File: src/rtl/tbg_pkg.sv
// ----------------------------------------------------------------------------
// Telegraph burst stepper package
// Shared widths, register indexes, reaction codes and controller types.
// ----------------------------------------------------------------------------
package tbg_pkg;

    // Defaults for the top-level parameters.
    localparam int COUNT_WIDTH_DEF = 32;
    localparam int TIME_FRAC_DEF   = 16;
    localparam int RATE_FRAC_DEF   = 16;

    // Fixed field widths.
    localparam int TIME_W    = 48;
    localparam int RATE_W    = 32;
    localparam int PROP_W    = 56;
    localparam int A0_W      = 58;
    localparam int LN_W      = 38;
    localparam int RAND_W    = 32;
    localparam int CFG_W     = 48;
    localparam int CFG_IDX_W = 3;
    localparam int OUT_CNT_W = 32;

    // ln(2) as Q0.32.
    localparam logic [31:0] LN2_Q32 = 32'hB172_17F8;

    typedef enum logic [CFG_IDX_W-1:0] {
        REG_RATE_OPEN       = 3'd0,
        REG_RATE_CLOSE      = 3'd1,
        REG_RATE_PRODUCE    = 3'd2,
        REG_RATE_DECAY      = 3'd3,
        REG_EQUIL_TIME      = 3'd4,
        REG_SAMPLE_INTERVAL = 3'd5,
        REG_TOTAL_TIME      = 3'd6
    } cfg_reg_t;

    typedef enum logic [1:0] {
        RX_OPEN    = 2'd0,
        RX_CLOSE   = 2'd1,
        RX_PRODUCE = 2'd2,
        RX_DECAY   = 2'd3
    } reaction_t;

    typedef enum logic [4:0] {
        ST_IDLE,
        ST_D0,
        ST_D1,
        ST_S0,
        ST_S1,
        ST_T0,
        ST_T1,
        ST_THR,
        ST_NORM,
        ST_LOG,
        ST_LN0,
        ST_LN1,
        ST_LN2,
        ST_LN3,
        ST_DIV,
        ST_UPD0,
        ST_UPD1
    } ctrl_state_t;

    typedef enum logic [4:0] {
        OP_NONE,
        OP_LOAD,
        OP_D0,
        OP_D1,
        OP_S0,
        OP_S1,
        OP_T0,
        OP_T1,
        OP_THR,
        OP_NORM,
        OP_LOG,
        OP_LN0,
        OP_LN1,
        OP_LN2,
        OP_LN3,
        OP_DIV,
        OP_UPD0,
        OP_UPD1
    } dp_op_t;

    typedef struct packed {
        dp_op_t     op;
        logic [2:0] norm_step;
    } cmd_t;

    typedef struct packed {
        logic a0_zero;
    } status_t;

endpackage

File: src/rtl/tbg_ctrl.sv
// ----------------------------------------------------------------------------
// Telegraph burst stepper controller
// Sequences the datapath through one step per request and owns the handshakes.
// ----------------------------------------------------------------------------
module tbg_ctrl
    import tbg_pkg::*;
#(
    parameter int DIV_STEPS = 38
)
(
    input  logic    clk,
    input  logic    rst_n,
    input  logic    in_valid,
    output logic    in_stall,
    output logic    out_valid,
    input  logic    out_stall,
    output cmd_t    cmd,
    input  status_t status
);

    localparam int CNT_W = $clog2(DIV_STEPS + 1);
    localparam logic [CNT_W-1:0] NORM_LAST = CNT_W'(4);
    localparam logic [CNT_W-1:0] LOG_LAST  = CNT_W'(31);
    localparam logic [CNT_W-1:0] DIV_LAST  = CNT_W'(DIV_STEPS - 1);

    ctrl_state_t      state_reg, state_next;
    logic [CNT_W-1:0] cnt_reg, cnt_next;
    logic             out_valid_reg, out_valid_next;
    logic             out_busy;

    assign out_busy  = out_valid_reg && out_stall;
    assign out_valid = out_valid_reg;
    assign in_stall  = (state_reg != ST_IDLE);

    always_ff @(posedge clk or negedge rst_n)
    begin
        if (!rst_n)
        begin
            state_reg     <= ST_IDLE;
            cnt_reg       <= '0;
            out_valid_reg <= 1'b0;
        end
        else
        begin
            state_reg     <= state_next;
            cnt_reg       <= cnt_next;
            out_valid_reg <= out_valid_next;
        end
    end

    // Next state and iteration counter.
    always_comb
    begin
        state_next = state_reg;
        cnt_next   = cnt_reg;
        case (state_reg)
            ST_IDLE: if (in_valid) state_next = ST_D0;
            ST_D0:   state_next = ST_D1;
            ST_D1:   state_next = ST_S0;
            ST_S0:   state_next = ST_S1;
            ST_S1:   state_next = ST_T0;
            ST_T0:   state_next = ST_T1;
            ST_T1:   state_next = ST_THR;
            ST_THR:
            begin
                cnt_next   = '0;
                state_next = status.a0_zero ? ST_UPD0 : ST_NORM;
            end
            ST_NORM:
            begin
                if (cnt_reg == NORM_LAST)
                begin
                    cnt_next   = '0;
                    state_next = ST_LOG;
                end
                else
                begin
                    cnt_next = cnt_reg + 1'b1;
                end
            end
            ST_LOG:
            begin
                if (cnt_reg == LOG_LAST)
                begin
                    cnt_next   = '0;
                    state_next = ST_LN0;
                end
                else
                begin
                    cnt_next = cnt_reg + 1'b1;
                end
            end
            ST_LN0:  state_next = ST_LN1;
            ST_LN1:  state_next = ST_LN2;
            ST_LN2:  state_next = ST_LN3;
            ST_LN3:
            begin
                cnt_next   = '0;
                state_next = ST_DIV;
            end
            ST_DIV:
            begin
                if (cnt_reg == DIV_LAST)
                begin
                    state_next = ST_UPD0;
                end
                else
                begin
                    cnt_next = cnt_reg + 1'b1;
                end
            end
            ST_UPD0: state_next = ST_UPD1;
            ST_UPD1: if (!out_busy) state_next = ST_IDLE;
            default: state_next = ST_IDLE;
        endcase
    end

    // Datapath commands.
    always_comb
    begin
        cmd.op        = OP_NONE;
        cmd.norm_step = cnt_reg[2:0];
        case (state_reg)
            ST_IDLE: cmd.op = in_valid ? OP_LOAD : OP_NONE;
            ST_D0:   cmd.op = OP_D0;
            ST_D1:   cmd.op = OP_D1;
            ST_S0:   cmd.op = OP_S0;
            ST_S1:   cmd.op = OP_S1;
            ST_T0:   cmd.op = OP_T0;
            ST_T1:   cmd.op = OP_T1;
            ST_THR:  cmd.op = OP_THR;
            ST_NORM: cmd.op = OP_NORM;
            ST_LOG:  cmd.op = OP_LOG;
            ST_LN0:  cmd.op = OP_LN0;
            ST_LN1:  cmd.op = OP_LN1;
            ST_LN2:  cmd.op = OP_LN2;
            ST_LN3:  cmd.op = OP_LN3;
            ST_DIV:  cmd.op = OP_DIV;
            ST_UPD0: cmd.op = OP_UPD0;
            ST_UPD1: cmd.op = out_busy ? OP_NONE : OP_UPD1;
            default: cmd.op = OP_NONE;
        endcase
    end

    // The output register fills when the final update runs and empties when taken.
    always_comb
    begin
        out_valid_next = out_valid_reg;
        if (out_valid_reg && !out_stall)
        begin
            out_valid_next = 1'b0;
        end
        if (state_reg == ST_UPD1 && !out_busy)
        begin
            out_valid_next = 1'b1;
        end
    end

endmodule

File: config.mk
export PLATFORM = sky130hd
export DESIGN_NAME = tbg_ctrl
export DESIGN_NICKNAME = d
export VERILOG_FILES = /design/src/rtl/tbg_pkg.sv /design/src/rtl/tbg_ctrl.sv
export SDC_FILE = /design/constraint.sdc
export NUM_CORES = 1
export LEC_CHECK = 0
export ABC_AREA = 0
export BUFFER_PORTS_ARGS = -buffer_cell sky130_fd_sc_hd__buf_2
export CORE_ASPECT_RATIO = 0.8
export CORE_MARGIN = 2
export CORE_UTILIZATION = 30
export DETAILED_ROUTE_END_ITERATION = 10
export SLEW_MARGIN = 40
export SYNTH_ARGS = -nofsm -noshare
export SYNTH_HDL_FRONTEND = slang
export SYNTH_SLANG_ARGS = --single-unit
File: constraint.sdc
create_clock -name clk -period 2.5 [get_ports clk]
set_input_delay 0.125 -clock clk [delete_from_list [all_inputs] [get_ports clk]]
set_output_delay 0.125 -clock clk [all_outputs]
set_load 0.05 [all_outputs]
======== Word-level counts from Yosys, hierarchy flattened ========
Index checks and enable logic that the tools add are counted.
W data, S select, Z words.
storage, ports and cells
  register bits after elaboration ......... 12
  word-level logic and storage cells ...... 57
  input bits .............................. 5
cells by class
  reduce and logical (&&, ||, !) cells .... 12
  mux-type cells .......................... 16
  add/sub/neg operators ................... 1
  eq/ne operators ......................... 25
operator list
  operator               number
  $pmux W5 S17           2
  $eq A5 B4 Y1 const B   8
  $mux W5                6
  $pmux W6 S4            1
  $eq A5 B3 Y1 const B   4
  $mux W6                3
  $ne A2 B2 Y1 const B   6
  $eq A5 B2 Y1 const B   2
  $add A6 B1 Y6 const B  1
  $eq A6 B3 Y1 const B   1
  $eq A6 B5 Y1 const B   1
  $eq A6 B6 Y1 const B   1
  $eq A5 B1 Y1 const B   1
  $eq A5 B5 Y1 const B   1
  $logic_not A5 Y1       1
  $reduce_and A5 Y1      1
  $reduce_bool A5 Y1     1
  $reduce_bool A4 Y1     1
  $logic_and A1 B1 Y1    3
  $mux W1                3
  $mux W3                1
  $logic_not A1 Y1       2
  $reduce_and A2 Y1      1
  $reduce_bool A2 Y1     1
  $reduce_or A2 Y1       1

======== Longest topological paths before layout ========
Gate-level depths: netlist of the first run.
  depth in word-level cells ............... 4
  depth in mapped cells ................... 7
  depth with buffers taken out ............ 7

======== Least setup slack after synthesis of the first run ========
No wires, ideal clock.
  path kind ............................... register -> output
  from .................................... register state_reg[1]
  to ...................................... output port cmd[3] (netlist name)
  path slack .............................. 0.533 ns
  buffers on the path ..................... 1
  stages on the path, launching flop included .. 5
  arrival time ............................ 1.842 ns
  path through ............................ dfrtp_1 > clkbuf_1 > or3_1 > o22ai_1 > nor2b_1
RTL lines
  what                    RTL line        source
  start, declared         tbg_ctrl.sv:26  ctrl_state_t state_reg, state_next;
  start signal, assigned  tbg_ctrl.sv:45  state_reg <= state_next;
  end, declared           tbg_ctrl.sv:17  output cmd_t cmd,

==> results of run 1 <==
==> metal layers <==
layer  share of wire  track usage  vias up
met5               0            0        -
met4           0.024      0.06000        0
met3           0.014      0.02444        5
met2            0.47       0.1827        7
met1            0.49       0.1820      404
li1                -            -      425
==> where the power goes <==
| group | total [uW] | switching (uW) | internal (uW) |
|---|---|---|---|
| Sequential | 413 | 160 | 253 |
| Combinational | 1010 | 638 | 367 |
| Clock | 181 | 74.6 | 107 |
==> Yosys cell counts (3+ instances only) <==
| cell | n | area share |
|---|---|---|
| nor2_1 | 7 | 0.026 |
| nand2b_1 | 7 | 0.044 |
| a211oi_1 | 3 | 0.023 |
| o21ai_0 | 4 | 0.020 |
| inv_1 | 5 | 0.019 |
| nor2b_1 | 4 | 0.025 |
| o21ai_1 | 5 | 0.025 |
| a22o_1 | 3 | 0.026 |
| a21oi_1 | 4 | 0.020 |
| dfrtp_1 | 12 | 0.30 |
| nand3_1 | 4 | 0.020 |
| nor3_1 | 3 | 0.015 |
| buf_4 | 3 | 0.023 |
| clkbuf_1 | 5 | 0.019 |
| nand2_1 | 12 | 0.045 |
| ha_1 | 3 | 0.038 |
==> stage by stage <==
| stage | util | area, um^2 | hold WS [ns] | setup WS [ns] |
|---|---|---|---|---|
| detailed placement | 0.3385 | 1060 | 0.03070 | 0.6157 |
| CTS | 0.3549 | 1111 | 0.1524 | 0.5842 |
| global placement | 0.3385 | 1060 | 0.02597 | 0.6441 |
| finish | 0.3549 | 1111 | 0.1536 | 0.5779 |
| global route | 0.3549 | 1111 | 0.1755 | 0.4577 |
| floorplan | - | 997.2 | -0.1706 | 0.5330 |
==> critical path, delay by kind of cell (launching register included) <==
kind	cells	cell delay [ns]
compound gates	1	0.07
buf+inv	1	0.22
flops	1	0.54
simple gates	3	0.71
==> worst min path at each step <==
stage                    from    endpoint  slack [ns]
CTS                 out_stall   out_valid        0.15
finish              out_stall   out_valid        0.15
global placement        rst_n  cnt_reg[1]        0.03
global route        out_stall   out_valid        0.18
floorplan               rst_n  cnt_reg[0]       -0.17
detailed placement      rst_n  cnt_reg[0]        0.03
==> what timing repair did <==
action,in CTS,in global routing
hold endpoints to repair,12,0
setup endpoints to repair,0,0
hold buffers,1,0
==> cell type report <==
cell class	count	area share
flip-flops and latches	12	0.2703
inverters	5	0.01689
multi-input cells	88	0.5586
repair buffers	15	0.07207
clock buffers	3	0.03716
well taps	40	0.04504
==> kinds of logic after synthesis <==
family	Yosys count
and+or+nand+nor	48
adders and majority gates	3
xor gates and xnor gates	1
buffers and inverters	15
AOI/OAI and AO/OA	35
DFF	12
muxes	1
==> impl_metrics.py, run 1 <==
metrics = {
    "worst_setup_path": {
        "cpPeakStageDelay_ns": 0.54,
        "r2r_cells": 5,
        "startpoint_type": "register",
        "arrival_ns": 1.80,
        "rr_endpoint": "cnt_reg[0]",
        "crit_chain": "or3_1 -> nor2_1 -> o22ai_1 -> nor2b_1 -> buf_2",
        "cp-startpoint": "state_reg[1]",
        "cp-end-kind": "primary output",
        "cpMaxStageDelayCell": "dfrtp_1",
        "cp_max_fo": 17,
        "required_ns": 2.38,
        "cp-endpoint": "cmd[3]",
        "regToRegSetupSlack_ns": 0.61,
        "r2r-start": "cnt_reg[2]",
        "crit_type": "reg -> out",
    },
    "timing": {
        "fin_tns_setup_ns": 0,
        "fin_crit_sh": 0.7688,
        "fin_skew_ns": 0.001812,
        "grt_setup_unrepaired": "false",
        "max_slew.worst_pin.slew_ns": 0.5132,
        "setup_viol": 0,
        "max_freq_mhz": 520.3,
        "final_hold_viol_count": 0,
        "relSlewSlack": 0.6579,
        "drv_slew": 0,
        "period_needed_ns": 1.922,
    },
    "logic_synthesis": {
        "ys_types": 47,
        "synthAdderAreaFrac": 0.03764,
        "synth-simple-area-share": 0.2660,
        "syn-num-nets": 123,
        "async_flop_share": 1.000,
        "synthMuxAreaShare": 0.01506,
        "seq_area_frac_synth": 0.3011,
        "syn_avg_cell_area_um2": 8.671,
        "syn_inst": 115,
        "synth_compound_area_frac": 0.2949,
        "synth_ff_type": "dfrtp_1",
        "synth_xor_area_frac": 0.008783,
        "synth_edf_count": 0,
        "ys_seq_elements": 12,
        "yosys_warnings": 0,
        "synth_top_family_by_area": "compound AO/OA/AOI/OAI gates",
        "syn-cell-area_um2": 997.2,
    },
    "die": {
        "core_area_um2": 3131,
        "die_width_um": 68.46,
        "ios": 15,
        "initial_core_util": 0.3185,
        "rows": 18,
        "fp.dieArea_um2": 3804,
        "die_h_um": 55.57,
    },
    "clock_network": {
        "cts_root_buffer": "clkbuf_8",
        "cts_tree": "yes",
        "clk_path_buf_depth": 2,
        "cts_setup_buffers": 0,
        "htreeDepth": 1,
        "path_clk_slew_ns": 0.05,
        "ctsResizeCount": 0,
        "clk_latency_ns": 0.24,
        "clock_sinks": 12,
        "cts-buffers-inserted": 3,
    },
    "worst_hold_path": {
        "hold_depth": 3,
        "min_path_type": "in -> reg",
    },
    "detailed_routing": {
        "dr.pass1.iters": 4,
        "vias_per_cell": 5.160,
        "initialDrtViolationCount": 17,
        "avgRoutedWirePerCell_um": 13.13,
        "via_count": 841,
        "final_antenna_net_count": 0,
        "drt_drc_violations_left": 0,
        "wirelength_mm": 2.141,
    },
    "global_route": {
        "overflow": 0,
        "grt_pass1_wl_mm": 3.677,
        "grt_usage": 0.1279,
        "grt_pass1_vias": 798,
        "grt_start_max_net_pins": 18,
        "antenna_found_initial": 0,
    },
    "layout": {
        "regArea_um2": 300.3,
        "antennaDiodeCount": 0,
        "drive_above_1_share": 0.2114,
        "layout_common_cells": "buf_2, nand2_1, dfrtp_1",
        "mostFrequentLayoutCell": "buf_2",
        "fin_nets": 133,
        "synthToLayoutAreaGrowth_pct": 11.42,
        "finish.cell_count_without_fillers": 163,
        "largest_register_ffs": 6,
        "fillers": 327,
        "multi_input_area_um2": 620.6,
    },
    "power_and_ir_drop": {
        "vdd_drop_max_v": 0.0004374,
        "power_uw": 1600,
        "powerDensity_nw_per_um2": 1440,
        "p_leak_uw": 0.0004703,
    },
    "placed_design": {
        "io_buffers": 14,
        "place_inst": 159,
        "routabilityCongestion": 0.7584,
        "dp_hpwl_mm": 1.617,
    },
    "run_status": {
        "status": "finished, final reports clean",
    },
    "flow_run": {
        "maxCapViolations": 0,
    },
}
(Power assumes the default switching activity.)
==> inputs of run 2 (changes only) <==
==> constraint.sdc (replaced) <==
create_clock -name clk -period 1.61 [get_ports clk]
set_input_delay 0.0805 -clock clk [delete_from_list [all_inputs] [get_ports clk]]
set_output_delay 0.0805 -clock clk [all_outputs]
set_load 0.05 [all_outputs]
==> run 2 against run 1 <==
Effect of this change:
- the flow now finishes with violations (negative setup slack)
- clock power is 49% higher
- register-to-register slack lost 0.69 ns
- combinational power grew to 2.8 times the previous value
- clock-buffer cell count unchanged
- worst hold slack lost 0.0044 ns
- sequential cell count unchanged
- worst setup slack lost 0.67 ns
- core utilization increased by 16 points
- clock skew hardly changed
- cell count up 25%
- die area is the same
- critical path type unchanged
==> impl_metrics.py, run 2 (same netlist as run 1, synthesis figures left out) <==
metrics = {
    "run_status": {
        "status": "finished, violations left",
        "violations": "negative setup slack",
    },
    "timing": {
        "fin_skew_ns": 0.002257,
        "max_slew.worst_pin.slew_ns": 0.3045,
        "drv_slew": 0,
        "grt_setup_unrepaired": "true",
        "period_needed_ns": 1.701,
        "final_hold_viol_count": 0,
        "setup_viol": 10,
        "max_freq_mhz": 588.1,
        "fin_crit_sh": 1.056,
        "relSlewSlack": 0.7970,
        "worst_slack_ns": -0.09053,
    },
    "worst_setup_path": {
        "cp-end-kind": "primary output",
        "arrival_ns": 1.62,
        "critPathBufInv": 2,
        "cpLargestDelayFamily": "simple AND/OR/NAND/NOR gates",
        "cpMostUsedCell": "buf_6",
        "crit_type": "reg -> out",
        "crit_chain": "buf_6 -> or3_4 -> nor2_4 -> o22ai_2 -> nor2b_4 -> buf_6",
        "cpMaxStageDelayCell": "dfrtp_2",
        "startpoint_type": "register",
        "cpPeakStageDelay_ns": 0.42,
        "cp_max_fo": 3,
        "required_ns": 1.53,
    },
    "clock_network": {
        "clk_latency_ns": 0.23,
        "cts-buffers-inserted": 3,
        "htreeDepth": 1,
        "cts_tree": "yes",
        "path_clk_slew_ns": 0.05,
        "clk_path_buf_depth": 2,
        "cts_root_buffer": "clkbuf_8",
        "clock_sinks": 12,
    },
    "placed_design": {
        "routabilityCongestion": 0.9059,
        "io_buffers": 14,
        "place_inst": 188,
        "dp_hpwl_mm": 1.906,
    },
    "flow_run": {
        "maxCapViolations": 0,
    },
    "layout": {
        "mostFrequentLayoutCell": "buf_4",
        "multi_input_area_um2": 733.2,
        "antennaDiodeCount": 0,
        "regArea_um2": 304.0,
        "finish.cell_count_without_fillers": 203,
        "postLayoutCoreUtil": 0.5160,
        "drive_above_1_share": 0.5644,
        "fin_nets": 173,
        "synthToLayoutAreaGrowth_pct": 61.98,
        "fillers": 268,
        "layout_common_cells": "buf_4, nand2_1, buf_6",
        "largest_register_ffs": 6,
    },
    "power_and_ir_drop": {
        "pwr-share-comb": 0.778,
        "powerDensity_nw_per_um2": 2263,
        "sw_frac_of_total": 0.4666,
        "vdd_drop_max_v": 0.001211,
        "p_leak_uw": 0.0007238,
        "clkPwrFrac": 0.074,
        "p_sw_uw": 1706,
        "seq_power_share": 0.148,
        "intPower_uw": 1950,
    },
    "detailed_routing": {
        "wirelength_mm": 2.949,
        "avgRoutedWirePerCell_um": 14.53,
        "vias_per_cell": 5.286,
        "initialDrtViolationCount": 28,
        "dr.pass1.iters": 4,
        "via_count": 1073,
        "final_antenna_net_count": 0,
        "drt_drc_violations_left": 0,
    },
    "global_route": {
        "grt_pass1_wl_mm": 4.512,
        "overflow": 0,
        "grt_start_max_net_pins": 13,
        "antenna_found_initial": 0,
        "grt_pass1_vias": 981,
        "grt_usage": 0.1516,
    },
    "die": {
        "ios": 15,
        "core_area_um2": 3131,
        "fp.dieArea_um2": 3804,
        "initial_core_util": 0.3185,
        "die_width_um": 68.46,
        "die_h_um": 55.57,
        "rows": 18,
    },
    "worst_hold_path": {
        "min_path_type": "in -> reg",
    },
}
## run 2: stage by stage
stage	instance area [um^2]	setup TNS (ns)	hold slack, ns	total power, uW	setup slack, ns
after floorplan	1007	-0.2140	-0.2151	1993	-0.07236
after CTS	1475	-0.3149	0.1198	3298	-0.1121
after global routing	1615	-1.226	0.1594	3900	-0.1508
after global placement	1299	-0.6195	-0.02245	2635	-0.1255
after detailed placement	1299	-1.047	-0.01644	2681	-0.1937
final	1615	-0.3416	0.1492	3656	-0.09053
## run 2: path summary, 6_finish.rpt
path	slack, ns	cells past startpoint	start	to
setup / recovery	-0.09	6	state_reg[1]	cmd[3]
hold / removal	0.15	3	out_stall	out_valid
setup reg to reg	-0.08	5	cnt_reg[3]	cnt_reg[0]
hold reg to reg	0.55	1	cnt_reg[1]	cnt_reg[1]
max in group asynchronous	1.10	2	rst_n	state_reg[1]
min in group asynchronous	0.26	2	rst_n	state_reg[3]
## run 2: tightest hold or removal path, cell delays in order
cell     delay [ns]
buf_2          0.07
nand2_1        0.11
nand2_1        0.09
## run 2: per-layer routing
metal	wire length (um)	track usage
met1	1342	0.2305
met2	1452	0.2225
met3	104	0.01833
met4	49	0.04000
met5	0	0
## run 2: timing repair
action / 4_1_cts / 5_1_grt
gates resized for setup: 26 / 18
hold endpoints to repair: 12 / 0
pin swaps: 10 / 8
buffers inserted: 5 / 5
cloned: 0 / 1
setup endpoints to repair: 15 / 13
hold buffers: 1 / 0
## run 2: area by class of cell
cell class | count | area share
Multi-Input combinational cell | 88 | 0.4539
Inverter | 5 | 0.01162
Tap cell | 40 | 0.03098
Clock buffer | 3 | 0.02556
Timing Repair Buffer | 55 | 0.2897
Sequential cell | 12 | 0.1882
## run 2: power groups by stage
stage / clock network, uW / registers [uW] / logic, uW
2_1_floorplan: 0 / 482 / 1510
3_3_place_gp: 0 / 540 / 2100
3_5_place_dp: 0 / 548 / 2130
4_1_cts: 277 / 518 / 2500
5_1_grt: 294 / 557 / 3050
6_report: 269 / 542 / 2850
==> inputs of run 3 (changes only) <==
--- a/config.mk
+++ b/config.mk
@@ -9,8 +9,9 @@
 export BUFFER_PORTS_ARGS = -buffer_cell sky130_fd_sc_hd__buf_2
 export CORE_ASPECT_RATIO = 0.8
 export CORE_MARGIN = 2
-export CORE_UTILIZATION = 30
+export CORE_UTILIZATION = 45
 export DETAILED_ROUTE_END_ITERATION = 10
+export PLACE_DENSITY = 0.68
 export SLEW_MARGIN = 40
 export SYNTH_ARGS = -nofsm -noshare
 export SYNTH_HDL_FRONTEND = slang
==> run 3 against run 2 <==
Effect of this change:
- the run still ends with negative setup slack left
- die area shrank 31%
- via count is 1.5% lower
- sequential share of layout area up 1.8 points
- critical path depth shrank 1
- sequential cell count unchanged
- worst hold slack got worse by 0.058 ns
- cell count decreased by 10%
- fmax down 2.6%
- wire length is 0.27% higher
- critical endpoint is now cnt_reg[0]
- largest cell class unchanged
==> impl_metrics.py, run 3 (same netlist as run 1, synthesis figures left out) <==
metrics = {
    "layout": {
        "layout_common_cells": "buf_4, nand2_1, buf_6",
        "largest_register_ffs": 6,
        "synthToLayoutAreaGrowth_pct": 47.93,
        "fillers": 152,
        "drive_above_1_share": 0.5287,
        "fin_nets": 167,
        "antennaDiodeCount": 0,
        "fin_area_um2": 1475,
        "mostFrequentLayoutCell": "buf_4",
    },
    "global_route": {
        "grt_start_max_net_pins": 13,
        "overflow": 0,
        "antenna_found_initial": 0,
        "grt_usage": 0.2386,
        "grt_pass1_wl_mm": 4.712,
        "grt_pass1_vias": 981,
    },
    "die": {
        "fp.dieArea_um2": 2611,
        "die_h_um": 46.11,
        "core_area_um2": 2121,
        "rows": 15,
        "die_width_um": 56.63,
        "ios": 15,
        "initial_core_util": 0.4702,
    },
    "worst_setup_path": {
        "cp_max_fo": 8,
        "arrival_ns": 1.91,
        "critPathBufInv": 0,
        "cp-end-kind": "register",
        "cpMaxStageDelayCell": "or3b_4",
        "startpoint_type": "register",
        "cpLargestDelayFamily": "simple AND/OR/NAND/NOR gates",
        "crit_chain": "or3b_4 -> o21ai_4 -> a31oi_4 -> nor2b_4 -> mux2_4",
        "crit_type": "reg -> reg",
        "required_ns": 1.77,
        "cpPeakStageDelay_ns": 0.48,
    },
    "clock_network": {
        "cts_root_buffer": "clkbuf_4",
        "htreeDepth": 1,
        "clk_path_buf_depth": 2,
        "clk_latency_ns": 0.27,
        "clock_sinks": 12,
        "cts_tree": "yes",
        "path_clk_slew_ns": 0.08,
        "cts-buffers-inserted": 3,
    },
    "worst_hold_path": {
        "min_path_type": "in -> reg",
    },
    "timing": {
        "grt_setup_unrepaired": "true",
        "period_needed_ns": 1.746,
        "fin_skew_ns": 0.008730,
        "final_hold_viol_count": 0,
        "worst_slack_ns": -0.1357,
        "relSlewSlack": 0.7928,
        "fin_crit_sh": 1.084,
        "setup_viol": 12,
        "max_slew.worst_pin.slew_ns": 0.3101,
        "drv_slew": 0,
        "max_freq_mhz": 572.8,
    },
    "power_and_ir_drop": {
        "power_uw": 3413,
        "vdd_drop_max_v": 0.001745,
        "powerDensity_nw_per_um2": 2313,
        "p_leak_uw": 0.0006650,
    },
    "detailed_routing": {
        "avgRoutedWirePerCell_um": 16.25,
        "initialDrtViolationCount": 36,
        "drt_drc_violations_left": 0,
        "vias_per_cell": 5.808,
        "via_count": 1057,
        "wirelength_mm": 2.957,
        "dr.pass1.iters": 4,
        "final_antenna_net_count": 0,
    },
    "placed_design": {
        "dp_hpwl_mm": 1.968,
        "pre_cts_slack_ns": -0.1716,
        "routabilityCongestion": 0.8564,
        "io_buffers": 14,
        "postPlaceCellArea_um2": 1272,
    },
    "flow_run": {
        "maxCapViolations": 0,
    },
    "run_status": {
        "violations": "negative setup slack",
        "status": "finished, violations left",
    },
}
[run 3: area by class of cell]
class / count / area (um^2) / share of cell area
sequential: 12 / 304.0 / 0.2061
inverter: 5 / 18.77 / 0.01272
tap: 25 / 31.28 / 0.02120
timing repair buffer: 49 / 401.6 / 0.2723
multi-input combinational: 88 / 696.9 / 0.4724
clock buffer: 3 / 22.52 / 0.01527
[run 3: worst reg2reg max path: cells and delay by family, from the launching register on]
kind               cells  cell delay, ns
DFF                    1            0.39
AOI/OAI and AO/OA      2            0.35
and+or+nand+nor        2            0.66
muxes                  1            0.25
[run 3: path summary, 6_finish.rpt]
kind,startpoint,end,slack (ns),depth (start not counted)
worst max-delay path,cnt_reg[3],cnt_reg[0],-0.14,5
worst min-delay path,out_stall,out_valid,0.09,3
worst max register to register,cnt_reg[3],cnt_reg[0],-0.14,5
worst min register to register,out_valid,out_valid,0.54,2
max in group asynchronous,rst_n,state_reg[2],1.14,2
min in group asynchronous,rst_n,cnt_reg[1],0.21,2
[run 3: layer usage]
| layer | up-vias | global-route usage | wire length [um] |
|---|---|---|---|
| met3 | 7 | 0.03371 | 176 |
| met5 | - | 0 | 0 |
| met2 | 39 | 0.3628 | 1397 |
| met4 | 0 | 0.09524 | 58 |
| met1 | 512 | 0.3449 | 1324 |
| li1 | 499 | - | - |
[run 3: per-stage QoR]
stage               std cells  setup TNS, ns  hold slack, ns  utilization
floorplan                 115        -0.2140         -0.2151            -
global route              182         -1.819         0.08950       0.6956
finish                    182         -1.067         0.09100       0.6956
global placement          172        -0.7681        -0.02721       0.6000
CTS                       181        -0.7803         0.07986       0.6673
detailed placement        172        -0.9576        -0.01888       0.6000
[run 3: report_power, final]
group          internal [uW]  total [uW]  switching [uW]
combinational           1250        2710            1460
sequential               402         518             116
clock                   86.4         188             102
total                   1740        3410            1680
[run 3: timing repair]
| item | CTS | global route |
|---|---|---|
| hold buffers | 1 | 0 |
| pin swaps | 11 | 3 |
| endpoints found under the setup margin | 13 | 14 |
| endpoints found under the hold margin | 12 | 0 |
| gates resized for setup | 24 | 16 |
| setup buffers | 5 | 1 |
